$ cat src/rtl/ow_pkg.sv
// shared types, codes and timing constants of the one-wire bus master
package ow_pkg;

  localparam int unsigned TickW = 11;

  // presence window length and reset retries
  localparam logic [4:0] PRESENCE_SAMPLES = 5'd30;
  localparam logic [1:0] RESET_ATTEMPTS   = 2'd3;

  // reset timing in ticks
  localparam logic [TickW-1:0] RST_LOW_STD  = 11'd500;
  localparam logic [TickW-1:0] RST_LOW_OD   = 11'd50;
  localparam logic [TickW-1:0] RST_WAIT_STD = 11'd60;
  localparam logic [TickW-1:0] RST_WAIT_OD  = 11'd1;
  localparam logic [TickW-1:0] RST_REC_STD  = 11'd1000;
  localparam logic [TickW-1:0] RST_REC_OD   = 11'd40;

  // bit slot timing in ticks, before scaling; SLOT1_LOW is used unscaled
  localparam logic [TickW-1:0] SLOT0_LOW_STD = 11'd60;
  localparam logic [TickW-1:0] SLOT0_LOW_OD  = 11'd8;
  localparam logic [TickW-1:0] SLOT0_REL_STD = 11'd10;
  localparam logic [TickW-1:0] SLOT0_REL_OD  = 11'd5;
  localparam logic [TickW-1:0] SLOT1_REL_STD = 11'd55;
  localparam logic [TickW-1:0] SLOT1_REL_OD  = 11'd8;
  localparam logic [TickW-1:0] SLOT1_LOW     = 11'd1;

  // configuration register indexes
  localparam logic [1:0] CFG_OVERDRIVE  = 2'd0;
  localparam logic [1:0] CFG_OPEN_DRAIN = 2'd1;
  localparam logic [1:0] CFG_SCALE      = 2'd2;

  typedef enum logic [2:0] {
    ACT_RESET   = 3'd0,
    ACT_TOUCH   = 3'd1,
    ACT_TRIPLET = 3'd2,
    ACT_WRITE   = 3'd3,
    ACT_READ    = 3'd4
  } action_e;

  typedef enum logic [7:0] {
    PH_IDLE  = 8'b0000_0001,
    PH_RLOW  = 8'b0000_0010,
    PH_RWAIT = 8'b0000_0100,
    PH_RSAMP = 8'b0000_1000,
    PH_RREC  = 8'b0001_0000,
    PH_SLOW  = 8'b0010_0000,
    PH_SSAMP = 8'b0100_0000,
    PH_SREL  = 8'b1000_0000
  } phase_e;

  typedef struct packed {
    logic       overdrive_speed;
    logic       open_drain_mode;
    logic [3:0] delay_scale;
  } cfg_t;

  typedef struct packed {
    logic       cmd_valid;
    logic [2:0] action;
    logic [7:0] cmd_data;
    logic       line_level;
  } cmd_t;

  typedef struct packed {
    logic       pin_drive_enable;
    logic       pin_drive_value;
    logic       busy_res;
    logic       done_res;
    logic [7:0] result_value;
  } res_t;

  // a scale of zero acts as one
  function automatic logic [TickW-1:0] eff_scale(input logic [3:0] ds);
    return (ds == 4'd0) ? 11'd1 : {7'd0, ds};
  endfunction

  // bit that the current slot puts on the bus
  function automatic logic slot_bit(input action_e cc, input logic [2:0] bi,
                                    input logic [2:0] sr, input logic [7:0] sb);
    if (cc == ACT_TRIPLET) begin
      return (bi < 3'd2) ? 1'b1 : sr[2];
    end
    return sb[0];
  endfunction

endpackage

$ cat src/rtl/ow_if.sv
// item channels of the one-wire bus master: command ticks in, results out
interface ow_cmd_if;
  logic       valid;
  logic       ready;
  logic       cmd_valid;
  logic [2:0] action;
  logic [7:0] cmd_data;
  logic       line_level;

  modport source (output valid, cmd_valid, action, cmd_data, line_level, input ready);
  modport sink   (input valid, cmd_valid, action, cmd_data, line_level, output ready);
endinterface

interface ow_res_if;
  logic       valid;
  logic       ready;
  logic       pin_drive_enable;
  logic       pin_drive_value;
  logic       busy_res;
  logic       done_res;
  logic [7:0] result_value;

  modport source (output valid, pin_drive_enable, pin_drive_value, busy_res, done_res,
                  result_value, input ready);
  modport sink   (input valid, pin_drive_enable, pin_drive_value, busy_res, done_res,
                  result_value, output ready);
endinterface

$ cat src/rtl/ow_core.sv
// sequence state and single-tick update logic of the one-wire bus master
module ow_core (
  input  logic          clk_i,
  input  logic          rst_ni,
  input  logic          step_i,
  input  ow_pkg::cmd_t  cmd_i,
  input  ow_pkg::cfg_t  cfg_i,
  output ow_pkg::res_t  res_o
);

  ow_pkg::phase_e                 phase_q, phase_d;
  ow_pkg::action_e                cmd_q, cmd_d;
  logic [ow_pkg::TickW-1:0]       tick_q, tick_d;
  logic [2:0]                     bit_q, bit_d;
  logic [7:0]                     shift_q, shift_d;
  logic [1:0]                     att_q, att_d;
  logic [4:0]                     samp_q, samp_d;
  logic                           pres_q, pres_d;
  logic [2:0]                     srch_q, srch_d;

  logic                           drive_low, done, expired, sb_bit, sb_smp, fin;
  logic [7:0]                     res_val;
  logic [ow_pkg::TickW-1:0]       scl, rel;

  assign scl = ow_pkg::eff_scale(cfg_i.delay_scale);

  always_comb begin
    phase_d   = phase_q;
    cmd_d     = cmd_q;
    tick_d    = tick_q;
    bit_d     = bit_q;
    shift_d   = shift_q;
    att_d     = att_q;
    samp_d    = samp_q;
    pres_d    = pres_q;
    srch_d    = srch_q;
    drive_low = 1'b0;
    done      = 1'b0;
    res_val   = 8'd0;
    expired   = 1'b0;
    sb_bit    = 1'b0;
    sb_smp    = 1'b0;
    rel       = '0;
    fin       = 1'b0;

    // a command on an idle tick starts its sequence on this same tick
    if (phase_q == ow_pkg::PH_IDLE && cmd_i.cmd_valid && cmd_i.action <= ow_pkg::ACT_READ) begin
      cmd_d  = ow_pkg::action_e'(cmd_i.action);
      bit_d  = 3'd0;
      srch_d = 3'd0;
      if (cmd_d == ow_pkg::ACT_RESET) begin
        att_d   = ow_pkg::RESET_ATTEMPTS;
        phase_d = ow_pkg::PH_RLOW;
        tick_d  = cfg_i.overdrive_speed ? ow_pkg::RST_LOW_OD : ow_pkg::RST_LOW_STD;
        pres_d  = 1'b1;
        samp_d  = 5'd0;
      end else begin
        if (cmd_d == ow_pkg::ACT_WRITE) begin
          shift_d = cmd_i.cmd_data;
        end else if (cmd_d == ow_pkg::ACT_READ) begin
          shift_d = 8'hFF;
        end else begin
          shift_d = {7'd0, cmd_i.cmd_data[0]};
        end
        phase_d = ow_pkg::PH_SLOW;
        tick_d  = ow_pkg::slot_bit(cmd_d, bit_d, srch_d, shift_d) ? ow_pkg::SLOT1_LOW :
                  scl * (cfg_i.overdrive_speed ? ow_pkg::SLOT0_LOW_OD : ow_pkg::SLOT0_LOW_STD);
      end
    end

    unique case (phase_d)
      ow_pkg::PH_IDLE: begin
      end
      ow_pkg::PH_RLOW: begin
        drive_low = 1'b1;
        expired   = (tick_d <= 11'd1);
        tick_d    = expired ? '0 : tick_d - 11'd1;
        if (expired) begin
          phase_d = ow_pkg::PH_RWAIT;
          tick_d  = cfg_i.overdrive_speed ? ow_pkg::RST_WAIT_OD : ow_pkg::RST_WAIT_STD;
        end
      end
      ow_pkg::PH_RWAIT: begin
        expired = (tick_d <= 11'd1);
        tick_d  = expired ? '0 : tick_d - 11'd1;
        if (expired) begin
          phase_d = ow_pkg::PH_RSAMP;
          samp_d  = 5'd0;
        end
      end
      ow_pkg::PH_RSAMP: begin
        pres_d = pres_d & cmd_i.line_level;
        samp_d = samp_d + 5'd1;
        if (samp_d >= ow_pkg::PRESENCE_SAMPLES || samp_d == 5'd0) begin
          phase_d = ow_pkg::PH_RREC;
          tick_d  = cfg_i.overdrive_speed ? ow_pkg::RST_REC_OD : ow_pkg::RST_REC_STD;
        end
      end
      ow_pkg::PH_RREC: begin
        expired = (tick_d <= 11'd1);
        tick_d  = expired ? '0 : tick_d - 11'd1;
        if (expired) begin
          if (!pres_d) begin
            done    = 1'b1;
            res_val = 8'd0;
          end else if (att_d <= 2'd1) begin
            att_d   = 2'd0;
            done    = 1'b1;
            res_val = 8'd1;
          end else begin
            // no answer yet: start another attempt
            att_d   = att_d - 2'd1;
            phase_d = ow_pkg::PH_RLOW;
            tick_d  = cfg_i.overdrive_speed ? ow_pkg::RST_LOW_OD : ow_pkg::RST_LOW_STD;
            pres_d  = 1'b1;
            samp_d  = 5'd0;
          end
        end
      end
      ow_pkg::PH_SLOW: begin
        drive_low = 1'b1;
        expired   = (tick_d <= 11'd1);
        tick_d    = expired ? '0 : tick_d - 11'd1;
        if (expired) begin
          phase_d = ow_pkg::PH_SSAMP;
        end
      end
      ow_pkg::PH_SSAMP: begin
        sb_bit = ow_pkg::slot_bit(cmd_d, bit_d, srch_d, shift_d);
        sb_smp = sb_bit & cmd_i.line_level;
        if (sb_bit) begin
          rel = scl * (cfg_i.overdrive_speed ? ow_pkg::SLOT1_REL_OD : ow_pkg::SLOT1_REL_STD);
        end else begin
          rel = scl * (cfg_i.overdrive_speed ? ow_pkg::SLOT0_REL_OD : ow_pkg::SLOT0_REL_STD);
        end
        if (cmd_d == ow_pkg::ACT_TOUCH) begin
          shift_d = {7'd0, sb_smp};
        end else if (cmd_d == ow_pkg::ACT_TRIPLET) begin
          if (bit_d == 3'd0) begin
            srch_d = {2'd0, sb_smp};
            bit_d  = 3'd1;
          end else if (bit_d == 3'd1) begin
            srch_d = srch_d | {1'b0, sb_smp, 1'b0};
            if (srch_d == 3'd3) begin
              // neither id nor complement pulled low: no device
              bit_d = 3'd3;
            end else begin
              if (srch_d == 3'd0) begin
                srch_d = shift_d[0] ? 3'd4 : 3'd0;
              end else begin
                srch_d = srch_d[0] ? 3'd5 : 3'd2;
              end
              bit_d = 3'd2;
            end
          end else begin
            bit_d = 3'd3;
          end
        end else begin
          shift_d = {sb_smp, shift_d[7:1]};
          bit_d   = bit_d + 3'd1;
        end
        phase_d = ow_pkg::PH_SREL;
        tick_d  = rel - 11'd1;
      end
      ow_pkg::PH_SREL: begin
        expired = (tick_d <= 11'd1);
        tick_d  = expired ? '0 : tick_d - 11'd1;
        if (expired) begin
          if (cmd_d == ow_pkg::ACT_TOUCH) begin
            fin = 1'b1;
          end else if (cmd_d == ow_pkg::ACT_TRIPLET) begin
            fin = (bit_d == 3'd3);
          end else begin
            fin = (bit_d == 3'd0);
          end
          if (fin) begin
            done = 1'b1;
            if (cmd_d == ow_pkg::ACT_TOUCH) begin
              res_val = {7'd0, shift_d[0]};
            end else if (cmd_d == ow_pkg::ACT_TRIPLET) begin
              res_val = {5'd0, srch_d};
            end else if (cmd_d == ow_pkg::ACT_READ) begin
              res_val = shift_d;
            end else begin
              res_val = 8'd0;
            end
          end else begin
            phase_d = ow_pkg::PH_SLOW;
            tick_d  = ow_pkg::slot_bit(cmd_d, bit_d, srch_d, shift_d) ? ow_pkg::SLOT1_LOW :
                      scl * (cfg_i.overdrive_speed ? ow_pkg::SLOT0_LOW_OD :
                                                     ow_pkg::SLOT0_LOW_STD);
          end
        end
      end
      default: begin
        phase_d = ow_pkg::PH_IDLE;
      end
    endcase

    if (done) begin
      phase_d = ow_pkg::PH_IDLE;
    end
  end

  always_comb begin
    res_o.pin_drive_enable = drive_low | cfg_i.open_drain_mode;
    res_o.pin_drive_value  = ~drive_low & cfg_i.open_drain_mode;
    res_o.busy_res         = (phase_d != ow_pkg::PH_IDLE);
    res_o.done_res         = done;
    res_o.result_value     = res_val;
  end

  always_ff @(posedge clk_i or negedge rst_ni) begin
    if (!rst_ni) begin
      phase_q <= ow_pkg::PH_IDLE;
      cmd_q   <= ow_pkg::ACT_RESET;
      tick_q  <= '0;
      bit_q   <= 3'd0;
      shift_q <= 8'd0;
      att_q   <= 2'd0;
      samp_q  <= 5'd0;
      pres_q  <= 1'b1;
      srch_q  <= 3'd0;
    end else if (step_i) begin
      phase_q <= phase_d;
      cmd_q   <= cmd_d;
      tick_q  <= tick_d;
      bit_q   <= bit_d;
      shift_q <= shift_d;
      att_q   <= att_d;
      samp_q  <= samp_d;
      pres_q  <= pres_d;
      srch_q  <= srch_d;
    end
  end

endmodule

$ cat src/rtl/onewire_bus_master_top.sv
// top level of the one-wire bus master: config registers, handshake, result register
//
// Each input item is one microsecond tick: the sampled line level plus an
// optional command (bus reset with presence detect, touch bit, search
// triplet, write byte, read byte). Every accepted item produces exactly one
// result item carrying the pin drive for that tick, busy, done and the
// command result. The block takes one item per clock cycle: the whole tick
// update runs in one pass from the sequence state registers to the result
// register, so throughput is bounded only by the result register, which
// accepts a new item whenever it is empty or being taken in the same cycle.
// An accepted item's result is registered and appears in the next cycle.
// Configuration (overdrive timing, open-drain mode, delay scale) is written
// through a simple write port and should be changed only while no command runs.
module onewire_bus_master_top (
  input  logic       clk_i,
  input  logic       rst_ni,
  ow_cmd_if.sink     cmd_ch,
  ow_res_if.source   res_ch,
  input  logic       cfg_we_i,
  input  logic [1:0] cfg_idx_i,
  input  logic [3:0] cfg_wdata_i
);

  ow_pkg::cfg_t cfg_q;
  ow_pkg::cmd_t cmd;
  ow_pkg::res_t res_d, res_q;
  logic         out_valid_q;
  logic         step;

  // config registers, index beyond the list is dropped
  always_ff @(posedge clk_i or negedge rst_ni) begin
    if (!rst_ni) begin
      cfg_q.overdrive_speed <= 1'b0;
      cfg_q.open_drain_mode <= 1'b0;
      cfg_q.delay_scale     <= 4'd1;
    end else if (cfg_we_i) begin
      unique case (cfg_idx_i)
        ow_pkg::CFG_OVERDRIVE:  cfg_q.overdrive_speed <= cfg_wdata_i[0];
        ow_pkg::CFG_OPEN_DRAIN: cfg_q.open_drain_mode <= cfg_wdata_i[0];
        ow_pkg::CFG_SCALE:      cfg_q.delay_scale     <= cfg_wdata_i;
        default: begin
        end
      endcase
    end
  end

  // take a tick whenever the result register is free or draining
  assign cmd_ch.ready = ~out_valid_q | res_ch.ready;
  assign step         = cmd_ch.valid & cmd_ch.ready;

  assign cmd.cmd_valid  = cmd_ch.cmd_valid;
  assign cmd.action     = cmd_ch.action;
  assign cmd.cmd_data   = cmd_ch.cmd_data;
  assign cmd.line_level = cmd_ch.line_level;

  ow_core u_core (
    .clk_i  (clk_i),
    .rst_ni (rst_ni),
    .step_i (step),
    .cmd_i  (cmd),
    .cfg_i  (cfg_q),
    .res_o  (res_d)
  );

  // result register, payload needs no reset
  always_ff @(posedge clk_i or negedge rst_ni) begin
    if (!rst_ni) begin
      out_valid_q <= 1'b0;
    end else if (step) begin
      out_valid_q <= 1'b1;
    end else if (res_ch.ready) begin
      out_valid_q <= 1'b0;
    end
  end

  always_ff @(posedge clk_i) begin
    if (step) begin
      res_q <= res_d;
    end
  end

  assign res_ch.valid            = out_valid_q;
  assign res_ch.pin_drive_enable = res_q.pin_drive_enable;
  assign res_ch.pin_drive_value  = res_q.pin_drive_value;
  assign res_ch.busy_res         = res_q.busy_res;
  assign res_ch.done_res         = res_q.done_res;
  assign res_ch.result_value     = res_q.result_value;

endmodule

$ cat src/flat_wrapper.sv
// flat-port wrapper written by rule: the top's interface ports become plain ports
module onewire_bus_master_top_flat 
  (clk_i, rst_ni, cfg_we_i, cfg_idx_i, cfg_wdata_i, cmd_ch_valid, cmd_ch_cmd_valid, cmd_ch_action, cmd_ch_cmd_data, cmd_ch_line_level, cmd_ch_ready, res_ch_valid, res_ch_pin_drive_enable, res_ch_pin_drive_value, res_ch_busy_res, res_ch_done_res, res_ch_result_value, res_ch_ready);
  ow_cmd_if cmd_ch_i ();
  ow_res_if res_ch_i ();
  input  logic clk_i;
  input  logic rst_ni;
  input  logic cfg_we_i;
  input  logic [1:0] cfg_idx_i;
  input  logic [3:0] cfg_wdata_i;
  input wire logic [$bits(cmd_ch_i.valid)-1:0] cmd_ch_valid;
  input wire logic [$bits(cmd_ch_i.cmd_valid)-1:0] cmd_ch_cmd_valid;
  input wire logic [$bits(cmd_ch_i.action)-1:0] cmd_ch_action;
  input wire logic [$bits(cmd_ch_i.cmd_data)-1:0] cmd_ch_cmd_data;
  input wire logic [$bits(cmd_ch_i.line_level)-1:0] cmd_ch_line_level;
  output wire logic [$bits(cmd_ch_i.ready)-1:0] cmd_ch_ready;
  output wire logic [$bits(res_ch_i.valid)-1:0] res_ch_valid;
  output wire logic [$bits(res_ch_i.pin_drive_enable)-1:0] res_ch_pin_drive_enable;
  output wire logic [$bits(res_ch_i.pin_drive_value)-1:0] res_ch_pin_drive_value;
  output wire logic [$bits(res_ch_i.busy_res)-1:0] res_ch_busy_res;
  output wire logic [$bits(res_ch_i.done_res)-1:0] res_ch_done_res;
  output wire logic [$bits(res_ch_i.result_value)-1:0] res_ch_result_value;
  input wire logic [$bits(res_ch_i.ready)-1:0] res_ch_ready;
  assign cmd_ch_i.valid = cmd_ch_valid;
  assign cmd_ch_i.cmd_valid = cmd_ch_cmd_valid;
  assign cmd_ch_i.action = cmd_ch_action;
  assign cmd_ch_i.cmd_data = cmd_ch_cmd_data;
  assign cmd_ch_i.line_level = cmd_ch_line_level;
  assign cmd_ch_ready = cmd_ch_i.ready;
  assign res_ch_valid = res_ch_i.valid;
  assign res_ch_pin_drive_enable = res_ch_i.pin_drive_enable;
  assign res_ch_pin_drive_value = res_ch_i.pin_drive_value;
  assign res_ch_busy_res = res_ch_i.busy_res;
  assign res_ch_done_res = res_ch_i.done_res;
  assign res_ch_result_value = res_ch_i.result_value;
  assign res_ch_i.ready = res_ch_ready;
  onewire_bus_master_top u_core (.clk_i(clk_i), .rst_ni(rst_ni), .cmd_ch(cmd_ch_i), .res_ch(res_ch_i), .cfg_we_i(cfg_we_i), .cfg_idx_i(cfg_idx_i), .cfg_wdata_i(cfg_wdata_i));
endmodule
$ cat config.mk
export PLATFORM = sky130hd
export DESIGN_NAME = onewire_bus_master_top_flat
export DESIGN_NICKNAME = d
export VERILOG_FILES = /design/src/rtl/ow_pkg.sv /design/src/rtl/ow_if.sv /design/src/rtl/ow_core.sv /design/src/rtl/onewire_bus_master_top.sv /design/src/flat_wrapper.sv
export SDC_FILE = /design/constraint.sdc
export NUM_CORES = 1
export LEC_CHECK = 0
export BUFFER_PORTS_ARGS = -buffer_cell sky130_fd_sc_hd__buf_4
export CAP_MARGIN = 15
export CORE_MARGIN = 4
export CORE_UTILIZATION = 64
export CTS_BUF_LIST = sky130_fd_sc_hd__clkbuf_4
export DETAILED_ROUTE_END_ITERATION = 16
export GPL_TIMING_DRIVEN = 0
export MAX_ROUTING_LAYER = met4
export PLACE_DENSITY = 0.8
export SLEW_MARGIN = 10
export SYNTH_ARGS = -nofsm -noshare
export SYNTH_HDL_FRONTEND = slang
export SYNTH_SLANG_ARGS = --single-unit
export TNS_END_PERCENT = 20
$ cat constraint.sdc
create_clock -name clk_i -period 5.52 [get_ports clk_i]
set_clock_uncertainty 0.1 [all_clocks]
set_input_delay 0.552 -clock clk_i [delete_from_list [all_inputs] [get_ports clk_i]]
set_output_delay 0.552 -clock clk_i [all_outputs]
set_load 0.005 [all_outputs]
After elaboration in Yosys (flattened, before gate mapping)
Cells that the tools add are included.
- bits in registers: 63
- input port bits: 24
- output and inout bits: 14
- word-level logic and storage cells: 196
- add/sub/neg operators: 5
- multipliers: 3
- magnitude comparators: 5
- equality and inequality tests: 21
- muxes and demuxes: 120
- bitwise operators: 9
- reductions and logical operators: 15
- operator list (cell ; number):
    $mux W8 ; 23
    $mux W11 ; 12
    $pmux W11 S6 ; 1
    $pmux W8 S8 ; 1
    $mux W3 ; 17
    $mux W1 ; 40
    $mux W10 ; 3
    $mux W5 ; 6
    $mux W6 ; 4
    $sub A11 B1 Y11 const B ; 2
    $mul A4 B6 Y10 ; 2
    $eq A8 B1 Y1 const B ; 2
    $pmux W8 S2 ; 1
    $eq A3 B2 Y1 const B ; 5
    $pmux W5 S3 ; 1
    $mux W2 ; 6
    $le A11 B1 Y1 const B ; 1
    $logic_not A3 Y1 ; 3
    $mux W9 ; 1
    $eq A8 B2 Y1 const B ; 1
    $eq A8 B3 Y1 const B ; 1
    $eq A8 B4 Y1 const B ; 1
    $eq A8 B5 Y1 const B ; 1
    $eq A8 B6 Y1 const B ; 1
    29 further kinds ; 42

Longest topological paths before layout
Gate-level depths: netlist of the first run.
- word-level depth: 24
- mapped depth: 21
- gate-level depth less buffers: 18

Hierarchy
A second synthesis of the first run with hierarchy kept.
- cell total of the unflattened synthesis: 779
- area total of the unflattened synthesis: 6404.9 um^2
- by module, submodules not included (module ; times used ; cells each ; area an instance (um^2) ; seq. area each (um^2)):
    ow_core ; 1 ; 748 ; 5726.7 ; 1103.6
    onewire_bus_master_top ; 1 ; 31 ; 678.2 ; 536.8

Worst setup path after synthesis of the first run
No wires, ideal clock.
- kind: register -> register
- from: register u_core.cfg_q[5] (netlist bit)
- to: register u_core.u_core.tick_q[8] (netlist bit)
- setup time: 124 ps
- arrival: 4816 ps
- data required time: 5296 ps
- path slack: 480 ps
- cell stages (with the launch flop): 19
- buffers on the path: 3
- period minus slack after synthesis: 5040 ps
- path through: dfrtp_1 > clkbuf_1 > clkbuf_1 > nor2_1 > inv_1 > fa_1 > fa_1 > fa_1 > nor2b_1 > a211oi_1 > or4_1 > a22oi_2 > a31oi_2 > or3_1 > buf_2 > nand3_1 > o21ai_0 > a221o_1 > o31a_1
- cells in the longest elaborated chain, start to end: 11
- elaborated cells on any way between the ends: 26
- classes of those cells: add/sub: 2; mul: 3; order compare: 1; mux: 20
- ends and longest elaborated chain (element ; line ; source):
    start, declared ; onewire_bus_master_top.sv:24 ; ow_pkg::cfg_t cfg_q;
    $mux W6 ; ow_core.sv:67, ow_core.sv:190 ;
    $mul A4 B6 Y10 ; ow_core.sv:67, ow_core.sv:190 ;
    $mux W11 ; ow_core.sv:66 ; tick_d = ow_pkg::slot_bit(cmd_d, bit_d, srch_d, shift_d) ? ow_pkg::SLOT1_LOW :
    $mux W11 ; ow_core.sv:51 ; if (cmd_d == ow_pkg::ACT_RESET) begin
    $mux W11 ; ow_core.sv:47 ; if (phase_q == ow_pkg::PH_IDLE && cmd_i.cmd_valid && cmd_i.action <= ow_pkg::ACT_READ) begin
    $sub A11 B1 Y11 or $le A11 B1 Y1 (tied branches) ; n/a ;
    $mux W11 ; n/a ;
    $mux W11 ; ow_core.sv:106 ; end else if (att_d <= 2'd1) begin
    $mux W11 ; ow_core.sv:103 ; if (!pres_d) begin
    $mux W11 ; ow_core.sv:102 ; if (expired) begin
    $pmux W11 S6 * ; ow_core.sv:71 ; unique case (phase_d)
    end signal, assigned ; ow_core.sv:227 ; tick_q <= tick_d;
    end, declared ; ow_core.sv:13 ; logic [ow_pkg::TickW-1:0] tick_q, tick_d;
Mark *: on every way between the ends. The rest lies on a longest branch, timed or not. The select of a mux whose other input is x is not followed.
A chain may end at the register's enable or synchronous reset.

Worst setup path in the final report of the first run
Ends and elaborated chain as after synthesis.

==> run summary, run 1 <==
syn nets: 870
R2R depth: 17
xor/xnor share of the synthesized area: 4.40%
Reg power frac: 22.9%
Worst-path clk slew: 0.12 ns
switching power: 1.43 mW
RSZ-0062 raised after global routing: true
Syn Inst Count: 788
vias in the first global route: 6,382
MaxCap Viol Count: 0
Synth Flop Type: dfrtp_1
first-pass GRT wire length: 31,500 um
status: complete, no violations
setup ws final: 0.126 ns
leakage dissipation: 3.09 nW
count leader, synth: nand2_1
cell taking the most area after synthesis: dfrtp_1
via count: 6,540
setup slack after placement: -0.427 ns
Die Wd: 108 um
Sw Ratio: 47.6%
combinational share of power: 63.4%
initial antenna violation count: 0
root buf cell: clkbuf_4
CTS tree: done
H-Tree Depth: 3
Synth Area in Adders: 12.9%
crit-path max FO: 10
CP endpoint kind: flip-flop
Synth Area per Inst: 8.08 sq um
synth cell count leaders: nand2_1, nor2_1, a21oi_1
row count: 36
post-route ant nets: 0
IO buf count: 36
Clock Sinks: 63
r2r endpoint: u_core.u_core.tick_q[8]
Async SR Flop Fraction: 81.0%
synthesized cell area: 0.00637 sq mm
register area share after synthesis: 25.8%
clk_lat worst skew: 0.44 ns
clock power share: 13.7%
Worst setup SP type: flip-flop
Post-synth EDFFs: 12
Core ar.: 0.00973 sq mm
fin crit share: 97.7%
layout overhead on the synthesized area: 10.5%
total CTS buffers: 9
hold slack final: 0.0337 ns
Setup crit start: u_core.cfg_q[5]
Worst Path Required: 5.74 ns
antenna cells: 0
Filler cells: 783
Die Y: 108 um
multiplexer area fraction after synthesis: 2.55%
routability cong.: 0.988
Final Setup Violations: 0
Post-Route WL: 19,800 um
r2r startpoint: u_core.cfg_q[5]
post-DR wirelength/cell: 20.2 um
drt first pass iters: 6
Multi-input gate area: 0.00438 sq mm
main combinational cell family by area after synthesis: compound AO/OA/AOI/OAI gates
Tightest Pin Transition: 1.08 ns
Slew headroom: 26.6%
global route overflow: 0
flops & latches, synth: 63
arrival time of the worst setup path: 5.62 ns
DR DRC count: 0
GRT Total Usage: 35.3%
Yosys top cell area share: 18.9%
Pwr per Cell Area: 426 mW/mm^2
share of cells above drive strength 1: 12.5%
Tightest Hold Check Type: input port to async pin
Max Clock Freq: 0.185 GHz
post-synth cell types: 84
largest net degree at the start of global routing: 52
Initial Util: 65.5%
Clock Tree Buf Depth: 2
fraction of the mapped netlist area in simple logic gates: 22.7%
Top-Level Pins: 38
violation count after the first detailed-route iteration: 722
Synth Area in Compound Gates: 25.9%
peak supply drop: 0.000296 V
final-stage net count: 920
critical path type: flip-flop to flip-flop
final HPWL from detailed placement: 15,100 um
register area: 0.00164 sq mm
setup slack, reg-to-reg: 0.13 ns
final hold viol count: 0
number of vias per cell: 6.70
Max Slew Vio Count: 0
Core Util, Final: 72.3%
Hold-fix buffers, CTS: 0
fin crit period: 5.39 ns
Synth area leaders: dfrtp_1, ha_1, edfxtp_1
design internal power: 1.57 mW
yosys synthesis warning count: 0
Die ar.: 0.0116 sq mm
-- cell usage in the layout (no fill, tap or decap), types with 8 or more instances in the layout --
cell type	netlist	layout
nand2_1	85	85
nor2_1	73	72
a21oi_1	57	57
o21ai_0	51	51
dfrtp_1	48	47
inv_1	45	45
ha_1	45	45
buf_4	1	40
clkbuf_1	31	27
nand3_1	23	23
nor3_1	19	19
xnor2_1	18	18
and2_1	16	16
xor2_1	14	14
nand2b_1	14	13
fa_1	13	13
clkbuf_4	1	12
edfxtp_1	12	12
a22oi_1	11	11
mux2_2	10	10
buf_2	8	9
or3_1	9	9
a21o_1	9	9
a31oi_1	9	9
o31ai_1	8	8
and3_1	8	8
-- through the flow --
stage	instance area [sq um]	total power, mW	cells	setup TNS [ns]
finish	7030	3.00	976	0
global route	7030	3.23	976	-0.407
CTS	7010	2.96	973	0
detailed placement	6820	2.53	958	-7.77
global placement	6810	2.47	957	-5.86
floorplan	6370	2.08	788	0
-- cells by family after synthesis --
group                    after synthesis
other                                  2
multiplexers                          15
adder cells (fa/ha/maj)               58
XOR/XNOR                              32
AND/OR/NAND/NOR                      291
flip-flops                            63
buffers and inverters                 88
AO/OA/AOI/OAI                        239
-- worst max-delay path, stage by stage (launching register included) --
cell	delay, ns
dfrtp_2	0.51
buf_2	0.24
nor2_4	0.19
inv_1	0.18
fa_1	0.51
fa_1	0.52
fa_1	0.59
nor2b_1	0.21
a211oi_1	0.10
or4_1	0.42
a22oi_2	0.26
a31oi_2	0.11
or3_1	0.43
buf_2	0.22
nand3_1	0.08
o21ai_0	0.08
a221o_1	0.30
o31a_1	0.23
-- power by group through the flow --
stage | logic [mW] | registers, mW | clock network [mW]
finish | 1.90 | 0.686 | 0.412
global route | 2.10 | 0.694 | 0.437
CTS | 1.86 | 0.679 | 0.415
detailed placement | 1.85 | 0.682 | 0
global placement | 1.79 | 0.678 | 0
floorplan | 1.43 | 0.654 | 0
-- sequential cells by signal, summed over array words and instances (netlist names) --
name                            cells
u_core.res_ch.pin_drive_value       1
u_core.res_ch.result_value          8
u_core.u_core.tick_q               11
u_core.cfg_q                        6
u_core.u_core.samp_q                5
u_core.u_core.bit_q                 3
u_core.res_ch.busy_res              1
u_core.res_ch.pin_drive_enable      1
u_core.u_core.shift_q               8
u_core.u_core.att_q                 2
u_core.u_core.phase_q               8
u_core.res_ch.done_res              1
u_core.u_core.pres_q                1
u_core.res_ch.valid                 1
u_core.u_core.srch_q                3
u_core.u_core.cmd_q                 3
-- layer usage --
| metal | share of wire, % | wire length (um) | global-route usage (%) | vias to the layer above |
|---|---|---|---|---|
| met4 | 5.5 | 1090 | 18.6 | 0 |
| li1 | - | - | - | 2965 |
| met1 | 39 | 7630 | 42.6 | 3026 |
| met5 | 0 | 0 | - | - |
| met3 | 9.1 | 1790 | 5.52 | 121 |
| met2 | 47 | 9250 | 57.1 | 428 |
-- worst max path at each step --
stage / endpoint / cells after the start
3_3_place_gp: u_core.u_core.tick_q[8] / 18
6_report: u_core.u_core.tick_q[8] / 17
3_5_place_dp: u_core.u_core.att_q[1] / 17
4_1_cts: u_core.u_core.tick_q[8] / 17
2_1_floorplan: u_core.u_core.tick_q[8] / 18
5_1_grt: u_core.u_core.tick_q[8] / 17
-- layout make-up --
| class | count | share of cell area, % |
|---|---|---|
| multi-input combinational | 637 | 62.3 |
| sequential | 63 | 23.3 |
| timing repair buffer | 40 | 4.38 |
| buffer | 42 | 2.65 |
| inverter | 45 | 2.40 |
| tap | 133 | 2.37 |
| clock inverter | 5 | 1.39 |
| clock buffer | 11 | 1.17 |
-- timing repair --
action / 4_1_cts / 5_1_grt
setup endpoints to repair: 35 / 17
buffers inserted: 0 / 3
gates resized for setup: 5 / 5
pin swaps: 1 / 1
(Power assumes the default switching activity.)
==> run 2: changes to the inputs <==
--- a/config.mk
+++ b/config.mk
@@ -12,6 +12,7 @@
 export CTS_BUF_LIST = sky130_fd_sc_hd__clkbuf_4
 export DETAILED_ROUTE_END_ITERATION = 16
 export GPL_TIMING_DRIVEN = 0
+export HOLD_SLACK_MARGIN = 0.08
 export MAX_ROUTING_LAYER = met4
 export PLACE_DENSITY = 0.8
 export SLEW_MARGIN = 10
==> run 2 against run 1 <==
  * Sequential power about the same
  * First-iteration DRC count fell by 1.4%
  * Maximum frequency fell by 0.22%
  * Final cell count is 0.10% higher
  * Via count is 0.50% lower
  * Highest routed layer unchanged
==> run summary, run 2 (synthesis gave the netlist of run 1 again) <==
critical path type: flip-flop to flip-flop
R2R depth: 17 (unchanged)
global route overflow: 0 (unchanged)
r2r startpoint: u_core.cfg_q[5]
CTS tree: done
Clock Tree Buf Depth: 2 (unchanged)
clk_lat worst skew: 0.44 ns (about the same)
setup slack, reg-to-reg: 0.11 ns (about the same)
peak supply drop: 0.000293 V (-0.90%)
Top-Level Pins: 38 (unchanged)
total CTS buffers: 9 (unchanged)
vias in the first global route: 6,379 (-0.047%)
r2r endpoint: u_core.u_core.tick_q[8]
DR DRC count: 0 (unchanged)
row count: 36 (unchanged)
hold path startpoint: cmd_ch_valid
RSZ-0062 raised after global routing: true
Most flops, register: u_core.u_core.tick_q
Tightest Pin Transition: 1.07 ns (-0.00864 ns)
post-route ant nets: 0 (unchanged)
Worst setup SP type: flip-flop
leakage dissipation: 3.09 nW (+0.13%)
H-Tree Depth: 3 (unchanged)
Worst-path clk slew: 0.11 ns (about the same)
final hold viol count: 0 (unchanged)
Slew headroom: 27.2% (+0.58 points)
root buf cell: clkbuf_4
fin crit share: 97.9% (+0.22 points)
IO buf count: 36 (unchanged)
crit-path max FO: 10 (unchanged)
antenna cells: 0 (unchanged)
Final Setup Violations: 0 (unchanged)
Max Clock Freq: 0.185 GHz (-0.22%)
most frequent cells in the layout: nand2_1, nor2_1, a21oi_1, o21ai_0, dfrtp_1
Max Slew Vio Count: 0 (unchanged)
cell mode on critical path: fa_1
drt first pass iters: 7 (+1)
CP endpoint kind: flip-flop
TNS Setup: 0 ns (unchanged)
GRT Total Usage: 35.3% (about the same)
max reg flops: 11 (unchanged)
Core ar.: 0.00973 sq mm (unchanged)
number of vias per cell: 6.66 (-0.61%)
final HPWL from detailed placement: 15,100 um (unchanged)
Tightest Hold Check Type: input port to flip-flop
largest net degree at the start of global routing: 52 (unchanged)
Clock Sinks: 63 (unchanged)
Worst Path Required: 5.75 ns (about the same)
share of cells above drive strength 1: 12.4% (-0.015 points)
slowest CP cell: fa_1
Design Area, Final: 0.00704 sq mm (+0.14%)
Die Y: 108 um (unchanged)
power consumption: 3.00 mW (about the same)
Hold Path Depth: 2
Post-Route WL: 19,700 um (-0.18%)
Setup crit start: u_core.cfg_q[5]
Core Util, Final: 72.4% (+0.10 points)
Pwr per Cell Area: 426 mW/mm^2 (-0.18%)
first-pass GRT wire length: 31,400 um (about the same)
arrival time of the worst setup path: 5.64 ns (+0.02 ns)
crit path cell chain: buf_2, nor2_4, inv_1, fa_1, fa_1, fa_1, nor2b_1, a211oi_1, or4_1, a22oi_2, a31oi_2, or3_1, buf_2, nand3_1, o21ai_0, a221o_1, o31a_1
violation count after the first detailed-route iteration: 712 (-1.4%)
initial antenna violation count: 0 (unchanged)
routability cong.: 0.988 (unchanged)
status: complete, no violations
post-DR wirelength/cell: 20.2 um (-0.28%)
layout overhead on the synthesized area: 10.6%
fin crit period: 5.41 ns (+0.0120 ns)
Die ar.: 0.0116 sq mm (unchanged)
Placement Cell Area: 0.00682 sq mm (unchanged)
Initial Util: 65.5% (unchanged)
via count: 6,507 (-0.50%)
MaxCap Viol Count: 0 (unchanged)
Hold Path End: u_core.res_ch.valid
final-stage net count: 921 (+0.11%)
Die Wd: 108 um (unchanged)
most common cell after layout, fill and taps aside: nand2_1
slowest stage delay, CP: 0.59 ns (about the same)
==> run 2: worst max-delay path by stage <==
stage	slack [ns]	cells after the start	endpoint
2_1_floorplan	0.48	18	u_core.u_core.tick_q[8]
3_3_place_gp	-0.39	18	u_core.u_core.tick_q[8]
3_5_place_dp	-0.43	17	u_core.u_core.att_q[1]
4_1_cts	0.08	17	u_core.u_core.tick_q[8]
5_1_grt	-0.13	17	u_core.u_core.tick_q[8]
6_report	0.11	17	u_core.u_core.tick_q[8]
==> run 2: cell type report <==
class	count	area, sq um
multi-input cells	637	4380
fillers	779	2690
flip-flops and latches	63	1640
repair buffers	41	318
plain buffers	42	186
inverters	45	169
well taps	133	166
clock inverters	5	97.6
clock buffers	11	82.6
==> run 2: worst max-delay path, delay by kind of cell (launching register included) <==
family	cells	cell delay, ns
adder cells (fa/ha/maj)	3	1.62
AND/OR/NAND/NOR	5	1.33
AO/OA/AOI/OAI	6	1.08
buffers and inverters	3	0.64
flip-flops	1	0.51
==> run 2: metrics by stage <==
| stage | setup slack (ns) | instances | hold slack (ns) |
|---|---|---|---|
| 2_1_floorplan | 0.480 | 788 | 0.156 |
| 3_3_place_gp | -0.392 | 957 | 0.387 |
| 3_5_place_dp | -0.427 | 958 | 0.395 |
| 4_1_cts | 0.0770 | 974 | 0.209 |
| 5_1_grt | -0.132 | 977 | 0.220 |
| 6_report | 0.114 | 977 | 0.223 |
==> run 2: power breakdown <==
part	internal [mW]	total, mW	leakage (nW)	switching, mW
logic	0.756	1.90	2.26	1.14
registers	0.580	0.686	0.742	0.105
clock network	0.237	0.415	0.0961	0.179
total	1.57	3.00	3.09	1.43
==> run 2: layer usage <==
| layer | vias up | track usage, % | routed length (um) |
|---|---|---|---|
| li1 | 2969 | - | - |
| met1 | 2994 | 42.6 | 7590 |
| met2 | 426 | 57.0 | 9140 |
| met3 | 118 | 5.52 | 1870 |
| met4 | 0 | 18.6 | 1120 |
| met5 | - | - | 0 |
==> run 2: what timing repair did <==
item | CTS | global route
pin swaps | 1 | 1
endpoints found under the setup margin | 35 | 17
resized for setup | 5 | 5
setup buffers | 0 | 3
hold endpoints to repair | 20 | 0
hold buffers | 1 | 0
